==> src/rtl/core/tlpc_pkg.sv <==
// ----------------------------------------------------------------------------
// tlpc_pkg: shared types and constants
// Request and result payloads, configuration set, light and phase codes,
// register indexes and reset values for the preemption controller.
// ----------------------------------------------------------------------------
`default_nettype none

package tlpc_pkg;

    localparam int CFG_INDEX_W = 2;
    localparam int CFG_DATA_W  = 16;
    localparam int DELTA_W     = 10;

    // Register indexes of the configuration port.
    localparam logic [CFG_INDEX_W-1:0] CFG_GREEN    = 2'd0;
    localparam logic [CFG_INDEX_W-1:0] CFG_YELLOW   = 2'd1;
    localparam logic [CFG_INDEX_W-1:0] CFG_OVERRIDE = 2'd2;

    // Reset values of the configuration registers, in milliseconds.
    localparam logic [CFG_DATA_W-1:0] GREEN_RESET    = 16'd6000;
    localparam logic [CFG_DATA_W-1:0] YELLOW_RESET   = 16'd2000;
    localparam logic [CFG_DATA_W-1:0] OVERRIDE_RESET = 16'd4000;

    // Light codes.
    localparam logic [1:0] LAMP_RED    = 2'd0;
    localparam logic [1:0] LAMP_YELLOW = 2'd1;
    localparam logic [1:0] LAMP_GREEN  = 2'd2;

    // Normal-cycle phases.
    localparam logic [1:0] PHASE_V_GREEN  = 2'd0;
    localparam logic [1:0] PHASE_V_YELLOW = 2'd1;
    localparam logic [1:0] PHASE_H_GREEN  = 2'd2;
    localparam logic [1:0] PHASE_H_YELLOW = 2'd3;

    // Request kinds.
    localparam logic FUNC_TICK      = 1'b0;
    localparam logic FUNC_EMERGENCY = 1'b1;

    typedef struct packed {
        logic               func;
        logic [DELTA_W-1:0] delta_ms;
        logic [1:0]         emergency_dir;
    } req_t;

    typedef struct packed {
        logic [1:0] vertical_light;
        logic [1:0] horizontal_light;
        logic       override_active;
        logic [1:0] current_phase;
    } rsp_t;

    typedef struct packed {
        logic [CFG_DATA_W-1:0] green_time_ms;
        logic [CFG_DATA_W-1:0] yellow_time_ms;
        logic [CFG_DATA_W-1:0] override_time_ms;
    } cfg_t;

endpackage

`default_nettype wire

==> src/rtl/core/tlpc_cfg_regs.sv <==
// ----------------------------------------------------------------------------
// tlpc_cfg_regs: configuration register file
// Holds the green, yellow and override durations written over the
// configuration channel. Writes to an unused index are dropped.
// ----------------------------------------------------------------------------
`default_nettype none

module tlpc_cfg_regs
    import tlpc_pkg::*;
(
    input  wire logic                   clk,
    input  wire logic                   rst_n,
    input  wire logic                   cfg_valid,
    output logic                        cfg_ready,
    input  wire logic [CFG_INDEX_W-1:0] cfg_index,
    input  wire logic [CFG_DATA_W-1:0]  cfg_data,
    output cfg_t                        cfg
);

    cfg_t cfg_reg;
    cfg_t cfg_next;

    assign cfg_ready = 1'b1;
    assign cfg       = cfg_reg;

    always_comb
    begin
        cfg_next = cfg_reg;
        if (cfg_valid)
        begin
            case (cfg_index)
                CFG_GREEN:    cfg_next.green_time_ms    = cfg_data;
                CFG_YELLOW:   cfg_next.yellow_time_ms   = cfg_data;
                CFG_OVERRIDE: cfg_next.override_time_ms = cfg_data;
                default:      cfg_next = cfg_reg;
            endcase
        end
    end

    always_ff @(posedge clk or negedge rst_n)
    begin
        if (!rst_n)
        begin
            cfg_reg.green_time_ms    <= GREEN_RESET;
            cfg_reg.yellow_time_ms   <= YELLOW_RESET;
            cfg_reg.override_time_ms <= OVERRIDE_RESET;
        end
        else
        begin
            cfg_reg <= cfg_next;
        end
    end

endmodule

`default_nettype wire

==> src/rtl/core/tlpc_step.sv <==
// ----------------------------------------------------------------------------
// tlpc_step: next-state logic for one request
// One saturating adder shared by the phase timer and the override timer,
// one limit compare, and the phase sequencing and light forcing.
// ----------------------------------------------------------------------------
`default_nettype none

module tlpc_step
    import tlpc_pkg::*;
#(
    parameter int TIMER_BITS = 17
)
(
    input  wire req_t             req,
    input  wire cfg_t             cfg,
    input  wire logic [1:0]       phase,
    input  wire logic [TIMER_BITS-1:0] phase_timer,
    input  wire logic [1:0]       v_light,
    input  wire logic [1:0]       h_light,
    input  wire logic             ovr_flag,
    input  wire logic [TIMER_BITS-1:0] ovr_timer,
    output logic [1:0]            phase_next,
    output logic [TIMER_BITS-1:0] phase_timer_next,
    output logic [1:0]            v_light_next,
    output logic [1:0]            h_light_next,
    output logic                  ovr_flag_next,
    output logic [TIMER_BITS-1:0] ovr_timer_next,
    output rsp_t                  rsp
);

    localparam int CMP_W = (TIMER_BITS > CFG_DATA_W) ? TIMER_BITS : CFG_DATA_W;

    logic [TIMER_BITS-1:0] timer_sel;
    logic [TIMER_BITS:0]   sum_full;
    logic [TIMER_BITS-1:0] sum_sat;
    logic [CFG_DATA_W-1:0] limit;
    logic                  expired;

    // The override timer runs instead of the phase timer while the window is open.
    assign timer_sel = ovr_flag ? ovr_timer : phase_timer;
    assign sum_full  = {1'b0, timer_sel} + (TIMER_BITS + 1)'(req.delta_ms);
    assign sum_sat   = sum_full[TIMER_BITS] ? {TIMER_BITS{1'b1}}
                                            : sum_full[TIMER_BITS-1:0];

    always_comb
    begin
        if (ovr_flag)
            limit = cfg.override_time_ms;
        else if (phase[0])
            limit = cfg.yellow_time_ms;
        else
            limit = cfg.green_time_ms;
    end

    assign expired = CMP_W'(sum_sat) > CMP_W'(limit);

    always_comb
    begin
        phase_next       = phase;
        phase_timer_next = phase_timer;
        v_light_next     = v_light;
        h_light_next     = h_light;
        ovr_flag_next    = ovr_flag;
        ovr_timer_next   = ovr_timer;

        if (req.func == FUNC_EMERGENCY)
        begin
            ovr_flag_next  = 1'b1;
            ovr_timer_next = '0;
            // North and south share the vertical road.
            if (!req.emergency_dir[1])
            begin
                v_light_next = LAMP_GREEN;
                h_light_next = LAMP_RED;
            end
            else
            begin
                v_light_next = LAMP_RED;
                h_light_next = LAMP_GREEN;
            end
        end
        else if (ovr_flag)
        begin
            if (expired)
            begin
                ovr_flag_next  = 1'b0;
                ovr_timer_next = '0;
            end
            else
            begin
                ovr_timer_next = sum_sat;
            end
        end
        else if (expired)
        begin
            phase_timer_next = '0;
            case (phase)
                PHASE_V_GREEN:
                begin
                    v_light_next = LAMP_YELLOW;
                    phase_next   = PHASE_V_YELLOW;
                end
                PHASE_V_YELLOW:
                begin
                    v_light_next = LAMP_RED;
                    h_light_next = LAMP_GREEN;
                    phase_next   = PHASE_H_GREEN;
                end
                PHASE_H_GREEN:
                begin
                    h_light_next = LAMP_YELLOW;
                    phase_next   = PHASE_H_YELLOW;
                end
                default:
                begin
                    h_light_next = LAMP_RED;
                    v_light_next = LAMP_GREEN;
                    phase_next   = PHASE_V_GREEN;
                end
            endcase
        end
        else
        begin
            phase_timer_next = sum_sat;
        end
    end

    assign rsp.vertical_light   = v_light_next;
    assign rsp.horizontal_light = h_light_next;
    assign rsp.override_active  = ovr_flag_next;
    assign rsp.current_phase    = phase_next;

endmodule

`default_nettype wire

==> src/rtl/core/traffic_light_preemption_controller.sv <==
// ----------------------------------------------------------------------------
// traffic_light_preemption_controller: two-road signal controller
// Normal four-phase cycle with emergency preemption and an override window.
// ----------------------------------------------------------------------------
// The controller takes one request per clock while results are taken, and
// returns one result for each request, carrying the lights, the override
// flag and the phase as they stand after that request. A request is
// captured in an input register; the next-state logic (one saturating add
// and one compare) then updates the controller state and loads the result
// register once the result register can take the result. The input
// register can take a request while a result waits, and a stalled result
// holds the request in the input register until the result is taken.
// Durations are written over the configuration channel, which is always
// ready: index 0 green, 1 yellow, 2 override, all in milliseconds; a write to
// index 3 is ignored. Configuration should change only when no request is in
// flight. TIMER_BITS sets the width of the phase and override timers, which
// saturate at their all-ones value.
// ----------------------------------------------------------------------------
`default_nettype none

module traffic_light_preemption_controller
    import tlpc_pkg::*;
#(
    parameter int TIMER_BITS = 17
)
(
    input  wire logic                   clk,
    input  wire logic                   rst_n,
    input  wire logic                   req_valid,
    output logic                        req_ready,
    input  wire req_t                   req_data,
    output logic                        rsp_valid,
    input  wire logic                   rsp_ready,
    output rsp_t                        rsp_data,
    input  wire logic                   cfg_valid,
    output logic                        cfg_ready,
    input  wire logic [CFG_INDEX_W-1:0] cfg_index,
    input  wire logic [CFG_DATA_W-1:0]  cfg_data
);

    cfg_t cfg;

    // Input stage.
    logic req_valid_reg;
    logic req_valid_next;
    req_t req_data_reg;

    // Result stage.
    logic rsp_valid_reg;
    logic rsp_valid_next;
    rsp_t rsp_data_reg;
    rsp_t rsp_comb;

    // Controller state.
    logic [1:0]            phase_reg;
    logic [1:0]            phase_next;
    logic [TIMER_BITS-1:0] phase_timer_reg;
    logic [TIMER_BITS-1:0] phase_timer_next;
    logic [1:0]            v_light_reg;
    logic [1:0]            v_light_next;
    logic [1:0]            h_light_reg;
    logic [1:0]            h_light_next;
    logic                  ovr_flag_reg;
    logic                  ovr_flag_next;
    logic [TIMER_BITS-1:0] ovr_timer_reg;
    logic [TIMER_BITS-1:0] ovr_timer_next;

    logic advance;

    tlpc_cfg_regs u_cfg (
        .clk       (clk),
        .rst_n     (rst_n),
        .cfg_valid (cfg_valid),
        .cfg_ready (cfg_ready),
        .cfg_index (cfg_index),
        .cfg_data  (cfg_data),
        .cfg       (cfg)
    );

    tlpc_step #(
        .TIMER_BITS (TIMER_BITS)
    ) u_step (
        .req              (req_data_reg),
        .cfg              (cfg),
        .phase            (phase_reg),
        .phase_timer      (phase_timer_reg),
        .v_light          (v_light_reg),
        .h_light          (h_light_reg),
        .ovr_flag         (ovr_flag_reg),
        .ovr_timer        (ovr_timer_reg),
        .phase_next       (phase_next),
        .phase_timer_next (phase_timer_next),
        .v_light_next     (v_light_next),
        .h_light_next     (h_light_next),
        .ovr_flag_next    (ovr_flag_next),
        .ovr_timer_next   (ovr_timer_next),
        .rsp              (rsp_comb)
    );

    // The held request is processed when the result register can take its result.
    assign advance   = req_valid_reg && (!rsp_valid_reg || rsp_ready);
    assign req_ready = !req_valid_reg || advance;

    assign req_valid_next = req_ready ? req_valid : req_valid_reg;
    assign rsp_valid_next = advance || (rsp_valid_reg && !rsp_ready);

    assign rsp_valid = rsp_valid_reg;
    assign rsp_data  = rsp_data_reg;

    always_ff @(posedge clk or negedge rst_n)
    begin
        if (!rst_n)
        begin
            req_valid_reg   <= 1'b0;
            rsp_valid_reg   <= 1'b0;
            phase_reg       <= PHASE_V_GREEN;
            phase_timer_reg <= '0;
            v_light_reg     <= LAMP_GREEN;
            h_light_reg     <= LAMP_RED;
            ovr_flag_reg    <= 1'b0;
            ovr_timer_reg   <= '0;
        end
        else
        begin
            req_valid_reg <= req_valid_next;
            rsp_valid_reg <= rsp_valid_next;
            if (advance)
            begin
                phase_reg       <= phase_next;
                phase_timer_reg <= phase_timer_next;
                v_light_reg     <= v_light_next;
                h_light_reg     <= h_light_next;
                ovr_flag_reg    <= ovr_flag_next;
                ovr_timer_reg   <= ovr_timer_next;
            end
        end
    end

    // Payload registers carry no reset.
    always_ff @(posedge clk)
    begin
        if (req_ready && req_valid)
            req_data_reg <= req_data;
        if (advance)
            rsp_data_reg <= rsp_comb;
    end

endmodule

`default_nettype wire

==> config.mk <==
export PLATFORM = sky130hd
export DESIGN_NAME = traffic_light_preemption_controller
export DESIGN_NICKNAME = d
export VERILOG_FILES = /design/src/rtl/core/tlpc_pkg.sv /design/src/rtl/core/tlpc_cfg_regs.sv /design/src/rtl/core/tlpc_step.sv /design/src/rtl/core/traffic_light_preemption_controller.sv
export SDC_FILE = /design/constraint.sdc
export NUM_CORES = 1
export LEC_CHECK = 0
export ABC_AREA = 1
export BUFFER_PORTS_ARGS = -buffer_cell sky130_fd_sc_hd__buf_2
export CORE_UTILIZATION = 52
export DETAILED_ROUTE_END_ITERATION = 7
export PLACE_DENSITY = 0.79
export SYNTH_ARGS = -nofsm -noshare
export SYNTH_HDL_FRONTEND = slang
export SYNTH_HIERARCHICAL = 1
export SYNTH_SLANG_ARGS = --single-unit
==> constraint.sdc <==
create_clock -name clk -period 4.2 [get_ports clk]
set_input_delay 0.42 -clock clk [delete_from_list [all_inputs] [get_ports clk]]
set_output_delay 0.42 -clock clk [all_outputs]
set_load 0.05 [all_outputs]
Word level (Yosys, flattened, before mapping)

Index checks and enable logic that the tools add are counted.
W data, S select, Z words.

Register bits: 111
Input bits: 36
Output and inout port bits: 10

Add/sub/neg operators: 1
Order comparisons: 1
Equal/unequal tests: 4
Muxes and demuxes: 24
Bitwise logic cells: 2
Reductions and logical operators: 17

Operators with widths:

| operator             | count |
|---|---|
| $mux W17             | 5 |
| $mux W16             | 2 |
| $mux W2              | 11 |
| $add A17 B10 Y18     | 1 |
| $pmux W2 S3          | 3 |
| $gt A17 B16 Y1       | 1 |
| $reduce_and A2 Y1    | 4 |
| $eq A2 B1 Y1 const B | 2 |
| $eq A2 B2 Y1 const B | 2 |
| $logic_not A2 Y1     | 2 |
| $logic_and A1 B1 Y1  | 3 |
| $logic_not A1 Y1     | 3 |
| $logic_or A1 B1 Y1   | 3 |
| $mux W1              | 3 |
| $reduce_and A3 Y1    | 1 |
| $not A1 Y1           | 2 |
| $reduce_bool A2 Y1   | 1 |

Longest topological paths before layout

Word-level depth: 7
Depth in mapped cells: 38
Depth with buffers taken out: 34

Hierarchy

Netlist, hierarchy kept.

By module, submodules not included:

| module                              | instances | cells each | area each (µm²) | seq. area each (µm²) |
|---|---|---|---|---|
| tlpc_step                           | 1         | 449        | 2,516.2         | 0.0 |
| traffic_light_preemption_controller | 1         | 209        | 2,337.2         | 1,677.9 |
| tlpc_cfg_regs                       | 1         | 216        | 2,079.5         | 1,224.9 |

Least setup slack after synthesis

Ideal clock, no wire load.

Kind: register to register
Start point: register ovr_flag_reg
End point: register rsp_data_reg, in the netlist rsp_data[4], data pin
Setup time: 251 ps
Data arrival time: 4,324 ps
Data required time: 3,949 ps
Setup slack: -375 ps
Stages on the path, launching flop included: 34
Period minus slack after synthesis: 4,575 ps
Cell sequence: dfrtp_1 > buf_6 > inv_4 > buf_6 > clkbuf_1 > clkbuf_1 > o21ai_0 > ha_1 > nand2_1 > or2_2 > nor2_1 > nor2_1 > o21ai_0 > xor2_1 > or2_2 > ha_1 > nand2_1 > nor2_1 > inv_1 > nor2_1 > nand2_1 > nand2_1 > nand2_1 > nand2_1 > nand2_1 > nand2_1 > nand2_1 > nand2_4 > nand2_2 > nand2_1 > nand2_1 > nand2_1 > nand2_1 > buf_4

Cells in the longest elaborated chain, start to end: 7
Elaborated cells on any way between the ends: 8

Ends and longest elaborated chain:

| element                  | line                                       | text |
|---|---|---|
| start: declaration       | traffic_light_preemption_controller.sv:63  | `logic ovr_flag_reg;` |
| start signal: assignment | traffic_light_preemption_controller.sv:133 | `ovr_flag_reg <= ovr_flag_next;` |
| $mux W17                 | tlpc_step.sv:40                            | `assign timer_sel = ovr_flag ? ovr_timer : phase_timer;` |
| $add A17 B10 Y18         | tlpc_step.sv:41                            | `assign sum_full = {1'b0, timer_sel} + (TIMER_BITS + 1)'(req.delta_ms);` |
| $mux W17                 | tlpc_step.sv:42                            | `assign sum_sat = sum_full[TIMER_BITS] ? {TIMER_BITS{1'b1}}` |
| $gt A17 B16 Y1           | tlpc_step.sv:55                            | `assign expired = CMP_W'(sum_sat) > CMP_W'(limit);` |
| $mux W2                  | tlpc_step.sv:94                            | `else if (expired)` |
| $mux W2 *                | tlpc_step.sv:82                            | `else if (ovr_flag)` |
| $mux W2 *                | tlpc_step.sv:66                            | `if (req.func == FUNC_EMERGENCY)` |
| net h_light_next[1]      | traffic_light_preemption_controller.sv:62  | `logic [1:0] h_light_next;` |
| end signal: assignment   | traffic_light_preemption_controller.sv:145 | `rsp_data_reg <= rsp_comb;` |
| end: declaration         | traffic_light_preemption_controller.sv:51  | `rsp_t rsp_data_reg;` |

The timed path passes the listed nets; every way through them passes the cells marked *.
A chain may end at the register's enable or synchronous reset.

Worst setup path in the final report

Start point: register ovr_flag_reg
End point: register ovr_timer_reg[15]

Cells in the longest elaborated chain, start to end: 7
Elaborated cells on any way between the ends: 10

Ends and longest elaborated chain:

| element                | line                                       | text |
|---|---|---|
| $mux W17               | tlpc_step.sv:40                            |  |
| $add A17 B10 Y18       | tlpc_step.sv:41                            |  |
| $mux W17               | tlpc_step.sv:42                            |  |
| $gt A17 B16 Y1         | tlpc_step.sv:55                            |  |
| $mux W17 *             | tlpc_step.sv:84                            | `if (expired)` |
| $mux W17 *             | tlpc_step.sv:82                            |  |
| $mux W17 *             | tlpc_step.sv:66                            |  |
| net ovr_timer_next[15] | traffic_light_preemption_controller.sv:66  | `logic [TIMER_BITS-1:0] ovr_timer_next;` |
| end signal: assignment | traffic_light_preemption_controller.sv:134 | `ovr_timer_reg <= ovr_timer_next;` |
| end: declaration       | traffic_light_preemption_controller.sv:65  | `logic [TIMER_BITS-1:0] ovr_timer_reg;` |

The timed path passes the listed nets; every way through them passes the cells marked *. The select of a mux whose other input is x is not followed.

==> run_results.csv <==
group,metric,value,unit
global_routing,grt_max_degree,57,
global_routing,grt_pass1_vias,5390,
synth,syn_inst,873,
worst_setup_path,cp_max_fo,7,
worst_setup_path,worstSetupPathType,"flop to flop",
power_and_ir_drop,power,6.230,mW
route,ant_nets,0,
sta,rsz0062_at_grt,"yes",
worst_setup_path,cp-end-kind,"flop",
floorplan,start_util,0.5404,
worst_setup_path,crit_family,"simple AND/OR/NAND/NOR gates",
power_and_ir_drop,power_density,787.7,nW/um2
route,wl,16.80,mm
job,maxCapViolations,0,
sta,finalCriticalPeriod,4122,ps
worst_setup_path,slowest_delay,420,ps
cells_and_area,final_nets,977,
floorplan,core,12770,um2
route,wl_met3,1.097,mm
cts,clkTransAtPathRegs,70,ps
sta,slew_viol_final,0,
synth,syn_avg_cell_area,7.907,um2
placement,pre_cts_slack,-14.53,ps
hold_path,hp-class,"input pin to asynchronous set/reset pin",
placement,gp_congestion,0.8971,
worst_setup_path,crit_top_cell,"nand2_1",
global_routing,grt_pass1_wl,25.88,mm
global_routing,grtUsageTotal,0.2467,
route,met2RoutedLength,8.328,mm
sta,fin_worst_skew,12.08,ps
synth,yosys_warnings,6,
sta,tightest_slew,949.1,ps
floorplan,die_width,117.2,um
route,highest_layer,"met4",
route,drt_iter0_markers,465,
outcome,outcome,"complete, no violations",
worst_setup_path,worstPathRequired,4440,ps
floorplan,fp.dieH,117.2,um
synth,syn_area,6903,um2
sta,post-route-period-util,0.9814,
route,drt_first_pass_iters,5,
worst_setup_path,cp_slowest_cell,"dfrtp_2",
cts,clk_latency,360,ps
sta,hold_viol,0,
worst_setup_path,cp.arrival,4370,ps
cts,clock-root-buffer,"clkbuf_16",
synth,syn-num-nets,939,
placement,io_buffer_count,43,
cts,cts.sinks,110,
cells_and_area,n_antenna_cell,0,
cts,clock_path_buffers,2,
cts,htree_levels,3,
worst_setup_path,r2r_cells,31,
route,via_per_inst,5.528,
floorplan,die_area,13740,um2
worst_setup_path,critical_path_buf_inv_count,5,
floorplan,io_pins,46,
route,vias,6014,
placement,hpwlAfterDp,10.13,mm
global_routing,antenna_found_initial,0,
floorplan,rows,41,
cts,cts-buffers-inserted,9,
sta,slew_headroom,0.3673,
route,drc,0,
power_and_ir_drop,leakage,3.880,nW
cts,cts_hold_buf,0,
cts,cts_tree,"built",
worst_setup_path,critical_path.startpoint_type,"flop",
route,wl_per_cell,15.44,um
global_routing,grt_overflow,0,
worst_setup_path,crit_cells,31,
cells_and_area,largest_reg_flops,48,
cells_and_area,drive_above_1_share,0.2587,
sta,setup_viol,0,
power_and_ir_drop,ir_worst_vdd,0.3671,mV
cells_and_area,area_delta_synth_final,14.57,%
route,m1WireLength,7.056,mm
sta,fmax,0.2426,GHz
sta,fin_ws,78.29,ps
power breakdown:
| part | leakage (nW) | total (mW) | switching, mW | internal [mW] |
|---|---|---|---|---|
| Clock | 0.143 | 0.841 | 0.398 | 0.442 |
| Combinational | 2.43 | 3.84 | 2.27 | 1.57 |
| Sequential | 1.30 | 1.55 | 0.170 | 1.38 |
per-stage QoR:
step                  util  instance area [um2]  TNS [ps]  instances  hold slack [ps]
floorplan                -                 6953         0        873            124.4
global placement    0.5585                 7134         0       1051            449.0
detailed placement  0.5585                 7134    -34.44       1051            451.2
CTS                 0.5816                 7430         0       1067            155.0
global route        0.6192                 7909     -4232       1088            188.3
finish              0.6192                 7909         0       1088            134.6
placed cells by master, fill, tap and decap left out, types with 10 or more instances in the layout:
cell / n
nor2_2: 11
ha_1: 20
buf_2: 42
o22ai_2: 10
nand3_1: 90
edfxtp_1: 19
buf_4: 31
dfstp_2: 20
inv_1: 46
o21ai_0: 24
nor2_1: 32
clkbuf_16: 10
dfrtp_1: 70
nand2_2: 13
nand4_1: 32
nand2_4: 16
a21oi_1: 14
a21oi_2: 20
nand2_1: 299
per-layer routing:
metal / GRT usage / up-vias
li1: - / 2940
met1: 0.3092 / 2809
met2: 0.4188 / 236
met3: 0.05046 / 29
met4: 0.09451 / 0
met5: 0 / -
final cells by class:
type	count	area [um2]
fillers	1082	4865
multi-input cells	655	3732
flip-flops and latches	110	2874
repair buffers	81	566.8
clock buffers	11	254.0
inverters	52	217.7
well taps	172	215.2
clock inverters	5	35.03
repair inverters	2	13.76
final timing paths:
kind                               start           endpoint  slack [ps]
setup / recovery            ovr_flag_reg  ovr_timer_reg[15]          80
hold / removal                     rst_n   ovr_timer_reg[3]         130
setup reg to reg            ovr_flag_reg  ovr_timer_reg[15]          80
hold reg to reg            u_cfg/cfg[11]      u_cfg/cfg[11]         460
max in group asynchronous          rst_n      u_cfg/cfg[25]        3080
min in group clk             req_data[4]    req_data_reg[4]         230
repair_timing:
item                       in CTS  in global routing
setup endpoints to repair      10                 46
resized for setup               3                 83
pin swaps                       0                 45
buffers inserted                0                 19
gates cloned                    0                  2
Power figures use the tool's default switching activity.
